<file path="src/design/spf_pkg.sv">
// Shared constants, codes and controller/datapath link types for the shortest path block.
`default_nettype none
package spf_pkg;
  localparam int unsigned MAX_VERTICES_DEF = 64;
  localparam int unsigned MAX_EDGES_DEF    = 256;
  localparam int unsigned WEIGHT_BITS_DEF  = 16;
  localparam int unsigned DIST_BITS_DEF    = 32;

  localparam int VTX_W    = 6;
  localparam int CMD_W    = 2;
  localparam int WEIGHT_W = 16;
  localparam int PRICE_W  = 32;
  localparam int CNT_W    = 7;
  localparam int PAR_W    = 7;
  localparam int STS_W    = 2;

  localparam logic [PAR_W-1:0] NONE_CODE = 7'd127;

  typedef enum logic [1:0] {CMD_CLEAR, CMD_ADD, CMD_COMPUTE, CMD_QUERY} cmd_t;
  typedef enum logic [1:0] {ST_OK, ST_FULL, ST_RANGE, ST_NOT_COMPUTED} status_t;
  typedef enum logic [1:0] {NS_DST, NS_SCAN, NS_WALK} nsel_t;
  typedef enum logic [3:0] {
    S_IDLE, S_VISIT, S_E_RD, S_E_CHK, S_N_CHK, S_SC_RD, S_SC_CMP, S_SC_END,
    S_DONE, S_W_PUSH, S_W_NEXT, S_K_RD, S_K_OUT
  } state_t;

  typedef struct packed {
    logic    edge_clear;
    logic    edge_add;
    logic    res_clear;
    logic    res_set;
    logic    out_load;
    logic    out_path;
    status_t out_status;
    logic    init;
    logic    set_visit;
    logic    e_rst;
    logic    e_rd;
    logic    n_rd;
    nsel_t   nsel;
    logic    relax;
    logic    scan_rst;
    logic    scan_cmp;
    logic    take_best;
    logic    q_start;
    logic    push;
    logic    walk_next;
    logic    k_init;
    logic    k_dec;
    logic    stk_rd;
  } dp_cmd_t;

  typedef struct packed {
    cmd_t cmd;
    logic add_range_bad;
    logic add_full;
    logic res_valid;
    logic tgt_bad;
    logic out_free;
    logic e_end;
    logic edge_hit;
    logic scan_end;
    logic found;
    logic walk_more;
    logic k_zero;
  } dp_sts_t;
endpackage
`default_nettype wire

</file>
<file path="src/design/spf_ctrl.sv">
// Controller: sequences edge loads, the Dijkstra passes and the path walk and readout.
`default_nettype none
module spf_ctrl (
  input  logic             clk,
  input  logic             rst_n,
  input  logic             in_valid_i,
  output logic             in_ready_o,
  input  spf_pkg::dp_sts_t sts,
  output spf_pkg::dp_cmd_t cmd
);
  import spf_pkg::*;

  state_t state_r, state_nxt;
  logic   take;

  assign take = (state_r == S_IDLE) && in_valid_i && sts.out_free;

  always_ff @(posedge clk) begin
    if (!rst_n) begin
      state_r <= S_IDLE;
    end else begin
      state_r <= state_nxt;
    end
  end

  always_comb begin
    state_nxt = state_r;
    unique case (state_r)
      S_IDLE: begin
        if (take) begin
          if (sts.cmd == CMD_COMPUTE) begin
            state_nxt = S_VISIT;
          end else if (sts.cmd == CMD_QUERY && sts.res_valid && !sts.tgt_bad) begin
            state_nxt = S_W_PUSH;
          end
        end
      end
      S_VISIT:  state_nxt = S_E_RD;
      S_E_RD:   state_nxt = sts.e_end ? S_SC_RD : S_E_CHK;
      S_E_CHK:  state_nxt = sts.edge_hit ? S_N_CHK : S_E_RD;
      S_N_CHK:  state_nxt = S_E_RD;
      S_SC_RD:  state_nxt = sts.scan_end ? S_SC_END : S_SC_CMP;
      S_SC_CMP: state_nxt = S_SC_RD;
      S_SC_END: state_nxt = sts.found ? S_VISIT : S_DONE;
      S_DONE:   state_nxt = sts.out_free ? S_IDLE : S_DONE;
      S_W_PUSH: state_nxt = sts.walk_more ? S_W_NEXT : S_K_RD;
      S_W_NEXT: state_nxt = S_W_PUSH;
      S_K_RD:   state_nxt = S_K_OUT;
      S_K_OUT: begin
        if (sts.out_free) begin
          state_nxt = sts.k_zero ? S_IDLE : S_K_RD;
        end
      end
      default:  state_nxt = S_IDLE;
    endcase
  end

  always_comb begin
    cmd        = '0;
    in_ready_o = 1'b0;
    unique case (state_r)
      S_IDLE: begin
        in_ready_o = sts.out_free;
        if (take) begin
          unique case (sts.cmd)
            CMD_CLEAR: begin
              cmd.edge_clear = 1'b1;
              cmd.res_clear  = 1'b1;
              cmd.out_load   = 1'b1;
              cmd.out_status = ST_OK;
            end
            CMD_ADD: begin
              cmd.out_load = 1'b1;
              priority if (sts.add_range_bad) begin
                cmd.out_status = ST_RANGE;
              end else if (sts.add_full) begin
                cmd.out_status = ST_FULL;
              end else begin
                cmd.out_status = ST_OK;
                cmd.edge_add   = 1'b1;
                cmd.res_clear  = 1'b1;
              end
            end
            CMD_COMPUTE: cmd.init = 1'b1;
            CMD_QUERY: begin
              priority if (!sts.res_valid) begin
                cmd.out_load   = 1'b1;
                cmd.out_status = ST_NOT_COMPUTED;
              end else if (sts.tgt_bad) begin
                cmd.out_load   = 1'b1;
                cmd.out_status = ST_RANGE;
              end else begin
                cmd.q_start = 1'b1;
              end
            end
            default: cmd = '0;
          endcase
        end
      end
      S_VISIT: begin
        cmd.set_visit = 1'b1;
        cmd.e_rst     = 1'b1;
      end
      S_E_RD: begin
        if (sts.e_end) begin
          cmd.scan_rst = 1'b1;
        end else begin
          cmd.e_rd = 1'b1;
        end
      end
      S_E_CHK: begin
        cmd.nsel = NS_DST;
        cmd.n_rd = sts.edge_hit;
      end
      S_N_CHK: cmd.relax = 1'b1;
      S_SC_RD: begin
        cmd.nsel = NS_SCAN;
        cmd.n_rd = !sts.scan_end;
      end
      S_SC_CMP: cmd.scan_cmp = 1'b1;
      S_SC_END: begin
        cmd.take_best = sts.found;
        cmd.res_set   = !sts.found;
      end
      S_DONE: begin
        cmd.out_load   = sts.out_free;
        cmd.out_status = ST_OK;
      end
      S_W_PUSH: begin
        cmd.nsel   = NS_WALK;
        cmd.push   = sts.walk_more;
        cmd.n_rd   = sts.walk_more;
        cmd.k_init = !sts.walk_more;
      end
      S_W_NEXT: cmd.walk_next = 1'b1;
      S_K_RD:   cmd.stk_rd = 1'b1;
      S_K_OUT: begin
        cmd.out_load = sts.out_free;
        cmd.out_path = 1'b1;
        cmd.k_dec    = sts.out_free && !sts.k_zero;
      end
      default: cmd = '0;
    endcase
  end
endmodule
`default_nettype wire

</file>
<file path="config.mk">
export PLATFORM = sky130hd
export DESIGN_NAME = spf_ctrl
export DESIGN_NICKNAME = d
export VERILOG_FILES = /design/src/design/spf_pkg.sv /design/src/design/spf_ctrl.sv
export SDC_FILE = /design/constraint.sdc
export NUM_CORES = 1
export LEC_CHECK = 0
export BUFFER_PORTS_ARGS = -buffer_cell sky130_fd_sc_hd__buf_2
export CELL_PAD_IN_SITES_DETAIL_PLACEMENT = 1
export CELL_PAD_IN_SITES_GLOBAL_PLACEMENT = 2
export CORE_MARGIN = 2
export CORE_UTILIZATION = 20
export DETAILED_ROUTE_END_ITERATION = 8
export HOLD_SLACK_MARGIN = 0.15
export PLACE_DENSITY = 0.8
export SLEW_MARGIN = 10
export SYNTH_ARGS = -nofsm -noshare
export SYNTH_HDL_FRONTEND = slang
export SYNTH_SLANG_ARGS = --single-unit
export TNS_END_PERCENT = 10
</file>
<file path="constraint.sdc">
create_clock -name clk -period 1.2 [get_ports clk]
set_input_delay 0 -clock clk [delete_from_list [all_inputs] [get_ports clk]]
set_output_delay 0 -clock clk [all_outputs]
set_load 0.01 [all_outputs]
</file>
# After elaboration in Yosys (flattened, before gate mapping)
# Cells that the tools add are included.
[word_totals]
wordCells = 87
register_bits = 4
out_inout_bits = 26
ramBits = 0
rom_bits = 0
latchBits = 0
memories = 0
[classes]
n_bitwise = 0
addsub = 0
shift = 0
eq_ne = 18
muxes = 52
order_cmp = 0
multipliers = 0
reduce_logical = 16
div = 0
[ops]
columns = ["cell", "n"]
rows = [
  ["case mux 4 bit (12 select lines)", 1],
  ["case mux 1 bit (2 select lines)", 15],
  ["two-way mux 4 bit", 7],
  ["two-way mux 25 bit", 1],
  ["equality test 4 bit, second input constant", 5],
  ["equality test 4 x 3 -> 1 bit, second input constant", 4],
  ["two-way mux 1 bit", 16],
  ["two-way mux 2 bit", 6],
  ["case mux 3 bit (4 select lines)", 1],
  ["two-way mux 3 bit", 3],
  ["equality test 4 x 2 -> 1 bit, second input constant", 2],
  ["case mux 2 bit (2 select lines)", 2],
  ["OR reduction 2 bit", 3],
  ["logical AND 1 bit", 5],
  ["zero test 1 bit", 5],
  ["equality test 2 bit, second input constant", 2],
  ["equality test 4 x 1 -> 1 bit, second input constant", 1],
  ["zero test 4 bit", 1],
  ["inequality test 2 bit, second input constant", 2],
  ["inequality test 3 x 1 -> 1 bit, second input constant", 1],
  ["AND reduction 3 bit", 1],
  ["equality test 2 x 1 -> 1 bit, second input constant", 1],
  ["zero test 2 bit", 1],
]

# Depth between registers and ports, before layout
# Gate-level depths: netlist (run 1).
[depth]
word_depth = 7
depth_mapped = 6

# Worst setup path before layout (run 1)
# Ideal clock, no wire load.
[synth_timing]
path_type = "flip-flop to output port"
startpoint = "register state_r[1]"
endpoint = "output port cmd[15] (netlist name)"
setup_slack_ps = 20
arrival_time_ps = 1180
stages_incl_launch_ff = 5
path_buffers = 3
path_cell_list = "dfxtp_1 -> clkbuf_8 -> buf_6 -> nor3_1 -> buf_4"
[synth_rtl]
columns = ["element", "line", "rtl"]
rows = [
  ["start: declaration", "spf_ctrl.sv:13", "state_t state_r, state_nxt;"],
  ["start signal: assignment", "spf_ctrl.sv:22", "state_r <= state_nxt;"],
  ["end: declaration", "spf_ctrl.sv:9", "output spf_pkg::dp_cmd_t cmd"],
]

==> results.md, run 1 <==
- Status: finished with violations
- Failing checks: negative setup slack
- Critical-path cell list: buf_6 > nor4_4 > nand4_1 > nor4_2 > buf_2
- Pins Over Slew Limit: 0
- Reg area: just over 90 µm²
- Critical Path Fanout Max: 3
- Worst-path clk slew: about 0.030 ns
- Worst hold slack: about 0.18 ns
- Logic pwr share: 0.694
- Pwr dens: 1240 nW/µm²
- Top post-synthesis cells by area: dfxtp_1, nor2_1, nor3_1
- Via count: around 1000
- Share of cells above drive strength 1: 0.641
- Slew of the pin with the lowest slew margin: between 0.3 and 0.4 ns
- Hold Path Class: in -> reg
- Crit path capture type: output pin
- Max incr delay on CP: 0.34 ns
- CP required: 1.20 ns
- Clock power share: 0.169
- Post-route setup TNS: -4.18 ns
- Clock Root Buffer: clkbuf_8
- RSZ-0062 raised after global routing: true
- Layout area overhead: 77.0%
- H-tree depth: 1
- Synthesis Warnings: 0
- Post-route minimum period: between 1.5 and 2 ns
- Max FFs per register: 4
- Core footprint: approximately 3600 µm²
- Die width: between 60 and 70 µm
- Die Height: between 60 and 70 µm
- DRT Wirelength: roughly 3.0 mm
- Largest net degree at the start of global routing: 12
- Max_slew headroom: 0.753
- Synth cell count leaders: nor2_1, nor3_1, inv_1, nand2b_1
- CTS tree: built
- Remaining global-route overflow: 0
- Final worst slack: -0.326 ns
- Clock Tree Buf Depth: 2
- Die area: approximately 4300 µm²
- F_max: between 0.6 and 0.7 GHz
- First-pass GRT wire length: 4.93 mm
- Cell taking the most area after synthesis: dfxtp_1
- CP Launch Point: state_r[0]$_SDFFE_PN0P_
- Worst setup path end: cmd[23]
- Antenna diode count: 0
- Worst R2R End: state_r[3]$_SDFFE_PN0P_
- I/O pins: between 40 and 50
- Crit path arrival time: ~1.5 ns
- Filler Cells Inserted: 465
- Vias per cell: between 4 and 5
- Post-Synthesis Cells: between 100 and 150
- Routed WL per cell: between 10 and 15 µm
- Setup Skew: about 0.00055 ns
- Post-synth top flop: dfxtp_1
- Leakage: 0.611 nW
- Number of synthesized register bits: 4
- CP Buf/Inv Count: 2
- GP Congestion: between 0.8 and 0.9
- Reg2reg start: state_r[0]$_SDFFE_PN0P_
- Pre-antenna DRT Iters: 4
- Critical path class: reg -> out
- Top-count cell post-synth: nor2_1
- Crit-path slowest cell: dfxtp_4
- TritonCTS buffer count: 3
- Fin. Hold Viols: 0
- Seq/Total Area, Yosys: 0.107
- Sw Ratio: 0.402
- Worst VDD drop: roughly 390 µV
- Top-area cell type share of the netlist area: 0.107
- Worst hold path depth: 4
- Post-synthesis async set-or-reset flop share: 0
- Top reg by flops: state_r
- Seq pwr share: 0.136
- Fin nets: between 150 and 200
- Post-synth EDFFs: 0
- Vias in the first global route: 1050
- Post-DP HPWL: around 2.3 mm
- Worst R2R Path Depth: 7
- Syn avg cell area: a little over 7 µm²
- Internal power: a little under 1 mW
- Period Utilization, post-route: 1.27
- Port bufs: between 40 and 50
- Effective utilization at floorplan: 0.207
- Largest regs: state_r: 4 flops
- Multi-input gate area in the final layout: between 600 and 700 µm²
- Num rows: 22
- Clock sinks: 4
- ANT nets after route: 0
- Post-synthesis cell area: roughly 750 µm²
- DRC: 0
- Crit path launch type: flip-flop
- DRT iter0 DRCs: 31
- Count of cell types in the netlist: 43
- NetSw: 0.661 mW
- Stages on worst setup path: 5
- Total track usage: 0.145
- Overall Power: 1.64 mW
- Syn Nets: roughly 120
- Max Cap Viol: 0
- Number of antenna violations at the first check in global routing: 0
- Delay-heaviest family, CP: simple AND/OR/NAND/NOR gates
- Later-pin clock latency in the skew report: 0.21 ns
- FF-to-FF setup slack: -0.14 ns
- Final setup vio count: 28
==> worst min path at each step <==
stage	end	slack (ns)	start
floorplan	cmd[23]	0.04	sts[10]
global placement	state_r[0]$_SDFFE_PN0P_	0.26	rst_n
detailed placement	state_r[1]$_SDFFE_PN0P_	0.27	rst_n
CTS	state_r[1]$_SDFFE_PN0P_	0.17	sts[0]
global route	state_r[1]$_SDFFE_PN0P_	0.21	sts[0]
finish	state_r[1]$_SDFFE_PN0P_	0.18	sts[0]
==> worst register-to-register path, delay by kind of cell, from the launching register on <==
| family | cells | cell delay, ns |
|---|---|---|
| buf+inv | 4 | 0.42 |
| flops | 1 | 0.34 |
| compound gates | 2 | 0.29 |
| simple gates | 1 | 0.22 |
==> power by group through the flow <==
stage	Sequential, mW	Combinational (mW)	Clock [mW]
detailed placement	0.226	0.855	0
global route	0.232	1.25	0.294
global placement	0.225	0.835	0
CTS	0.218	1.07	0.281
finish	0.224	1.14	0.278
floorplan	0.198	0.572	0
==> layout make-up <==
cell class / instances / share of cell area
Tap cell: 48 / 0.0452
Multi-Input combinational cell: 84 / 0.485
Inverter: 7 / 0.0198
Sequential cell: 4 / 0.0697
Clock buffer: 3 / 0.0311
Timing Repair Buffer: 69 / 0.349
==> per-stage QoR <==
stage,instances,util,setup WS (ns),instance area [µm²]
floorplan,105,-,0.0196,751
global placement,205,0.299,-0.106,1090
detailed placement,205,0.299,-0.157,1090
CTS,215,0.350,-0.317,1270
global route,215,0.366,-0.402,1330
finish,215,0.366,-0.326,1330
==> layer usage <==
layer  routed length (µm)  part of all wire  GRT usage
met5                    0                 0          0
met4                   15            0.0050     0.0417
met3                  120             0.040     0.0257
met2                 1610              0.53      0.254
met1                 1290              0.42      0.182
==> kinds of logic after synthesis <==
group | share of synthesized area
compound gates | 0.262
simple gates | 0.447
flops | 0.107
buf+inv | 0.185
==> placed cells by master, fill, tap and decap left out, drive strengths merged, types with 4 or more instances in the layout <==
master,netlist,final
buf,7,67
nor2,15,15
nor3,10,10
nand2b,8,8
inv,7,7
o21ai,6,6
nand2,5,5
a21oi,4,4
nor3b,4,4
dfxtp,4,4
==> repair_timing <==
item,4_1_cts,5_1_grt
pin swaps,8,4
gates resized for setup,23,16
hold endpoints to repair,4,0
buffers inserted,5,0
hold buffers,2,0
setup endpoints to repair,30,29
(Power assumes the default switching activity.)
==> run 2: changes to the inputs <==
--- a/config.mk
+++ b/config.mk
@@ -5,14 +5,15 @@
 export SDC_FILE = /design/constraint.sdc
 export NUM_CORES = 1
 export LEC_CHECK = 0
+export ABC_AREA = 1
 export BUFFER_PORTS_ARGS = -buffer_cell sky130_fd_sc_hd__buf_2
 export CELL_PAD_IN_SITES_DETAIL_PLACEMENT = 1
 export CELL_PAD_IN_SITES_GLOBAL_PLACEMENT = 2
 export CORE_MARGIN = 2
-export CORE_UTILIZATION = 20
+export CORE_UTILIZATION = 16
 export DETAILED_ROUTE_END_ITERATION = 8
 export HOLD_SLACK_MARGIN = 0.15
-export PLACE_DENSITY = 0.8
+export PLACE_DENSITY = 0.79
 export SLEW_MARGIN = 10
 export SYNTH_ARGS = -nofsm -noshare
 export SYNTH_HDL_FRONTEND = slang
==> run 2 against run 1 <==
Effect of this change:
- register-to-register slack better by 0.19 ns
- the flow still finishes with violations (negative setup slack)
- critical path depth is 3 higher
- clock power is 3% higher
- hold slack improved by 0.0074 ns
- count of clock-buffer cells in the layout stayed put
==> results.md, run 2 <==
- Hold Path Class: in -> reg (unchanged)
- Pwr dens: 628 nW/µm² (was 1240 nW/µm²)
- Crit path launch type: flip-flop (unchanged)
- Num rows: 22 (unchanged)
- Worst-path clk slew: 0.03 ns (about the same)
- Critical Path Fanout Max: 9 (was 3)
- Core footprint: 3690 µm² (was 3630 µm²)
- GP Congestion: 0.775 (was 0.829)
- Design Area, Final: 1020 µm² (was 1330 µm²)
- Post-synth EDFFs: 0 (unchanged)
- DR top layer: met4 (unchanged)
- Number of synthesized register bits: 4 (unchanged)
- Critical path class: reg -> out (unchanged)
- Metal-1 WL: 904 µm (was 1.29 mm)
- Pins Over Slew Limit: 0 (unchanged)
- Fin nets: 186 (was 185)
- RSZ-0062 raised after global routing: true (unchanged)
- Setup Skew: 0.00231 ns (was 0.000548 ns)
- Pre-antenna DRT Iters: 4 (unchanged)
- Via count: 883 (was 1010)
- Cell taking the most area after synthesis: nand2_1 (was dfxtp_1)
- Post-synthesis async set-or-reset flop share: 0 (unchanged)
- Die width: 66.2 µm (was 65.3 µm)
- Period Utilization, post-route: 1.13 (was 1.27)
- Worst setup path end: cmd[17] (was cmd[23])
- CP required: 1.20 ns (about the same)
- Post-synthesis cell area: 619 µm² (was 751 µm²)
- Worst VDD drop: 631 µV (was 395 µV)
- Post-DP HPWL: 1.91 mm (was 2.31 mm)
- Number of antenna violations at the first check in global routing: 0 (unchanged)
- DRT Wirelength: 2.19 mm (was 3.03 mm)
- Routed WL per cell: 10.1 µm (was 14.1 µm)
- CP Launch Point: state_r[1]$_SDFFE_PN0P_ (was state_r[0]$_SDFFE_PN0P_)
- Syn avg cell area: 5.25 µm² (was 7.15 µm²)
- Largest regs: state_r: 4 flops (unchanged)
- TritonCTS buffer count: 3 (unchanged)
- Syn Nets: 134 (was 121)
- I/O pins: 42 (unchanged)
- H-tree depth: 1 (unchanged)
- Layout area overhead: 64.8% (was 77.0%)
- Share of cells above drive strength 1: 0.470 (was 0.641)
- Effective utilization at floorplan: 0.168 (was 0.207)
- Largest net degree at the start of global routing: 10 (was 12)
- Overall Power: 0.641 mW (was 1.64 mW)
- Seq/Total Area, Yosys: 0.129 (was 0.107)
- Max Cap Viol: 0 (unchanged)
- Remaining global-route overflow: 0 (unchanged)
- Dpl cell area: 900 µm² (was 1090 µm²)
- Slew of the pin with the lowest slew margin: 0.209 ns (was 0.367 ns)
- Clock Root Buffer: clkbuf_8 (unchanged)
- DRT iter0 DRCs: 18 (was 31)
- Most frequent cells in the layout: buf_2, nand2_1, inv_1, nor2_1, nand3_1 (was buf_2, buf_4, nor2_1, nor3_2)
- Synth cell count leaders: nand2_1, inv_1, nor2_1 (was nor2_1, nor3_1, inv_1, nand2b_1)
- Final worst slack: -0.156 ns (was -0.326 ns)
- CTS tree: built (unchanged)
- Synthesis Warnings: 0 (unchanged)
- Max_slew headroom: 0.860 (was 0.753)
- Antenna diode count: 0 (unchanged)
- Post-Synthesis Cells: 118 (was 105)
- Port bufs: 41 (unchanged)
- Post-route minimum period: 1.36 ns (was 1.53 ns)
- Filler Cells Inserted: 520 (was 465)
- Crit path capture type: output pin (unchanged)
- FF-to-FF setup slack: 0.05 ns (was -0.14 ns)
- Later-pin clock latency in the skew report: 0.22 ns (was 0.21 ns)
- Fin. Hold Viols: 0 (unchanged)
- WL met2: 1.19 mm (was 1.61 mm)
- Count of cell types in the netlist: 23 (was 43)
- Failing checks: negative setup slack (unchanged)
- Worst R2R End: state_r[3]$_SDFFE_PN0P_ (unchanged)
- Final setup vio count: 9 (was 28)
- F_max: 0.737 GHz (was 0.655 GHz)
- Clock Tree Buf Depth: 2 (unchanged)
- Clock sinks: 4 (unchanged)
- Vias per cell: 4.09 (was 4.70)
- Die Height: 66.2 µm (was 65.3 µm)
- Die area: 4380 µm² (was 4260 µm²)
- Worst R2R Path Depth: 8 (was 7)
- Status: finished with violations (unchanged)
- Crit path arrival time: 1.36 ns (was 1.53 ns)
- Reg2reg start: state_r[1]$_SDFFE_PN0P_ (was state_r[0]$_SDFFE_PN0P_)
- Top-area cell type share of the netlist area: 0.170 (was 0.107)
- Met3 WL: 76 µm (was 120 µm)
- Vias in the first global route: 933 (was 1050)
- Top post-synthesis cells by area: nand2_1, inv_1, dfxtp_1 (was dfxtp_1, nor2_1, nor3_1)
- Post-synth top flop: dfxtp_1 (unchanged)
- Post-route setup TNS: -0.656 ns (was -4.18 ns)
- ANT nets after route: 0 (unchanged)
- Leakage: 0.658 nW (was 0.611 nW)
- First-pass GRT wire length: 3.82 mm (was 4.93 mm)
- Commonest non-fill, non-tap cell in the layout: buf_2 (unchanged)
- Max FFs per register: 4 (unchanged)
- DRC: 0 (unchanged)
- Top-count cell post-synth: nand2_1 (was nor2_1)
- Total track usage: 0.111 (was 0.145)
- Worst hold slack: 0.188 ns (was 0.181 ns)
- Top reg by flops: state_r (unchanged)
==> run 2: cell types whose count changed after synthesis, moves of 5 or more <==
cell / change
nor3_1: -7
nand2b_1: -7
inv_2: +6
nand2_1: +23
nand3_1: +7
inv_1: +15
nor2_1: +5
==> run 2: worst min-delay path by stage <==
stage	endpoint	cells past startpoint	startpoint
2_1_floorplan	cmd[23]	1	sts[9]
3_3_place_gp	cmd[13]	3	sts[5]
3_5_place_dp	cmd[13]	3	sts[5]
4_1_cts	state_r[3]$_SDFFE_PN0P_	5	in_valid_i
5_1_grt	state_r[3]$_SDFFE_PN0P_	5	in_valid_i
6_report	state_r[1]$_SDFFE_PN0P_	6	sts[5]
==> run 2: layout make-up <==
| cell class | count | area (µm²) | share of cell area |
|---|---|---|---|
| Timing Repair Buffer | 48 | 263 | 0.257 |
| Clock buffer | 3 | 41.3 | 0.0404 |
| Tap cell | 48 | 60.1 | 0.0588 |
| Multi-Input combinational cell | 83 | 454 | 0.445 |
| Inverter | 30 | 113 | 0.110 |
| Sequential cell | 4 | 90.1 | 0.0882 |
==> run 2: worst max-delay path: stages (launching register included) <==
cell and delay (ns):
dfxtp_4 0.36, nor2_4 0.11, nand2_4 0.08, nor2_4 0.11
nand2_4 0.10, nor2_2 0.09, nand3_1 0.07, o21ai_1 0.07
buf_2 0.14
==> run 2: through the flow <==
| step | instances | util | setup WS, ns |
|---|---|---|---|
| final | 216 | 0.277 | -0.156 |
| after detailed placement | 209 | 0.244 | -0.0659 |
| after CTS | 216 | 0.272 | -0.199 |
| after floorplan | 118 | - | 0.0191 |
| after global routing | 216 | 0.277 | -0.281 |
| after global placement | 209 | 0.244 | -0.0430 |
==> run 2: logic make-up (layout without fill, tap and decap cells) <==
| logic type | after synthesis | count (layout) | share of synthesized area |
|---|---|---|---|
| simple gates | 73 | 73 | 0.578 |
| flops | 4 | 4 | 0.129 |
| buf+inv | 31 | 81 | 0.194 |
| compound gates | 10 | 10 | 0.0990 |
==> run 2: what timing repair did <==
item / CTS / global route
hold buffers: 2 / 0
hold endpoints to repair: 4 / 0
setup buffers: 2 / 0
resized for setup: 8 / 8
pin swaps: 2 / 2
endpoints found under the setup margin: 18 / 24
==> run 2: power breakdown <==
group	total, mW	internal (mW)	leakage [nW]	switching (mW)
clock	0.285	0.214	0.0216	0.0714
sequential	0.141	0.135	0.0349	0.00610
combinational	0.215	0.0868	0.601	0.128
==> run 2: routing by layer <==
metal / global-route usage / vias up
met3: 0.0290 / 2
met5: 0 / -
met1: 0.124 / 407
li1: - / 461
met2: 0.200 / 13
met4: 0.0408 / 0
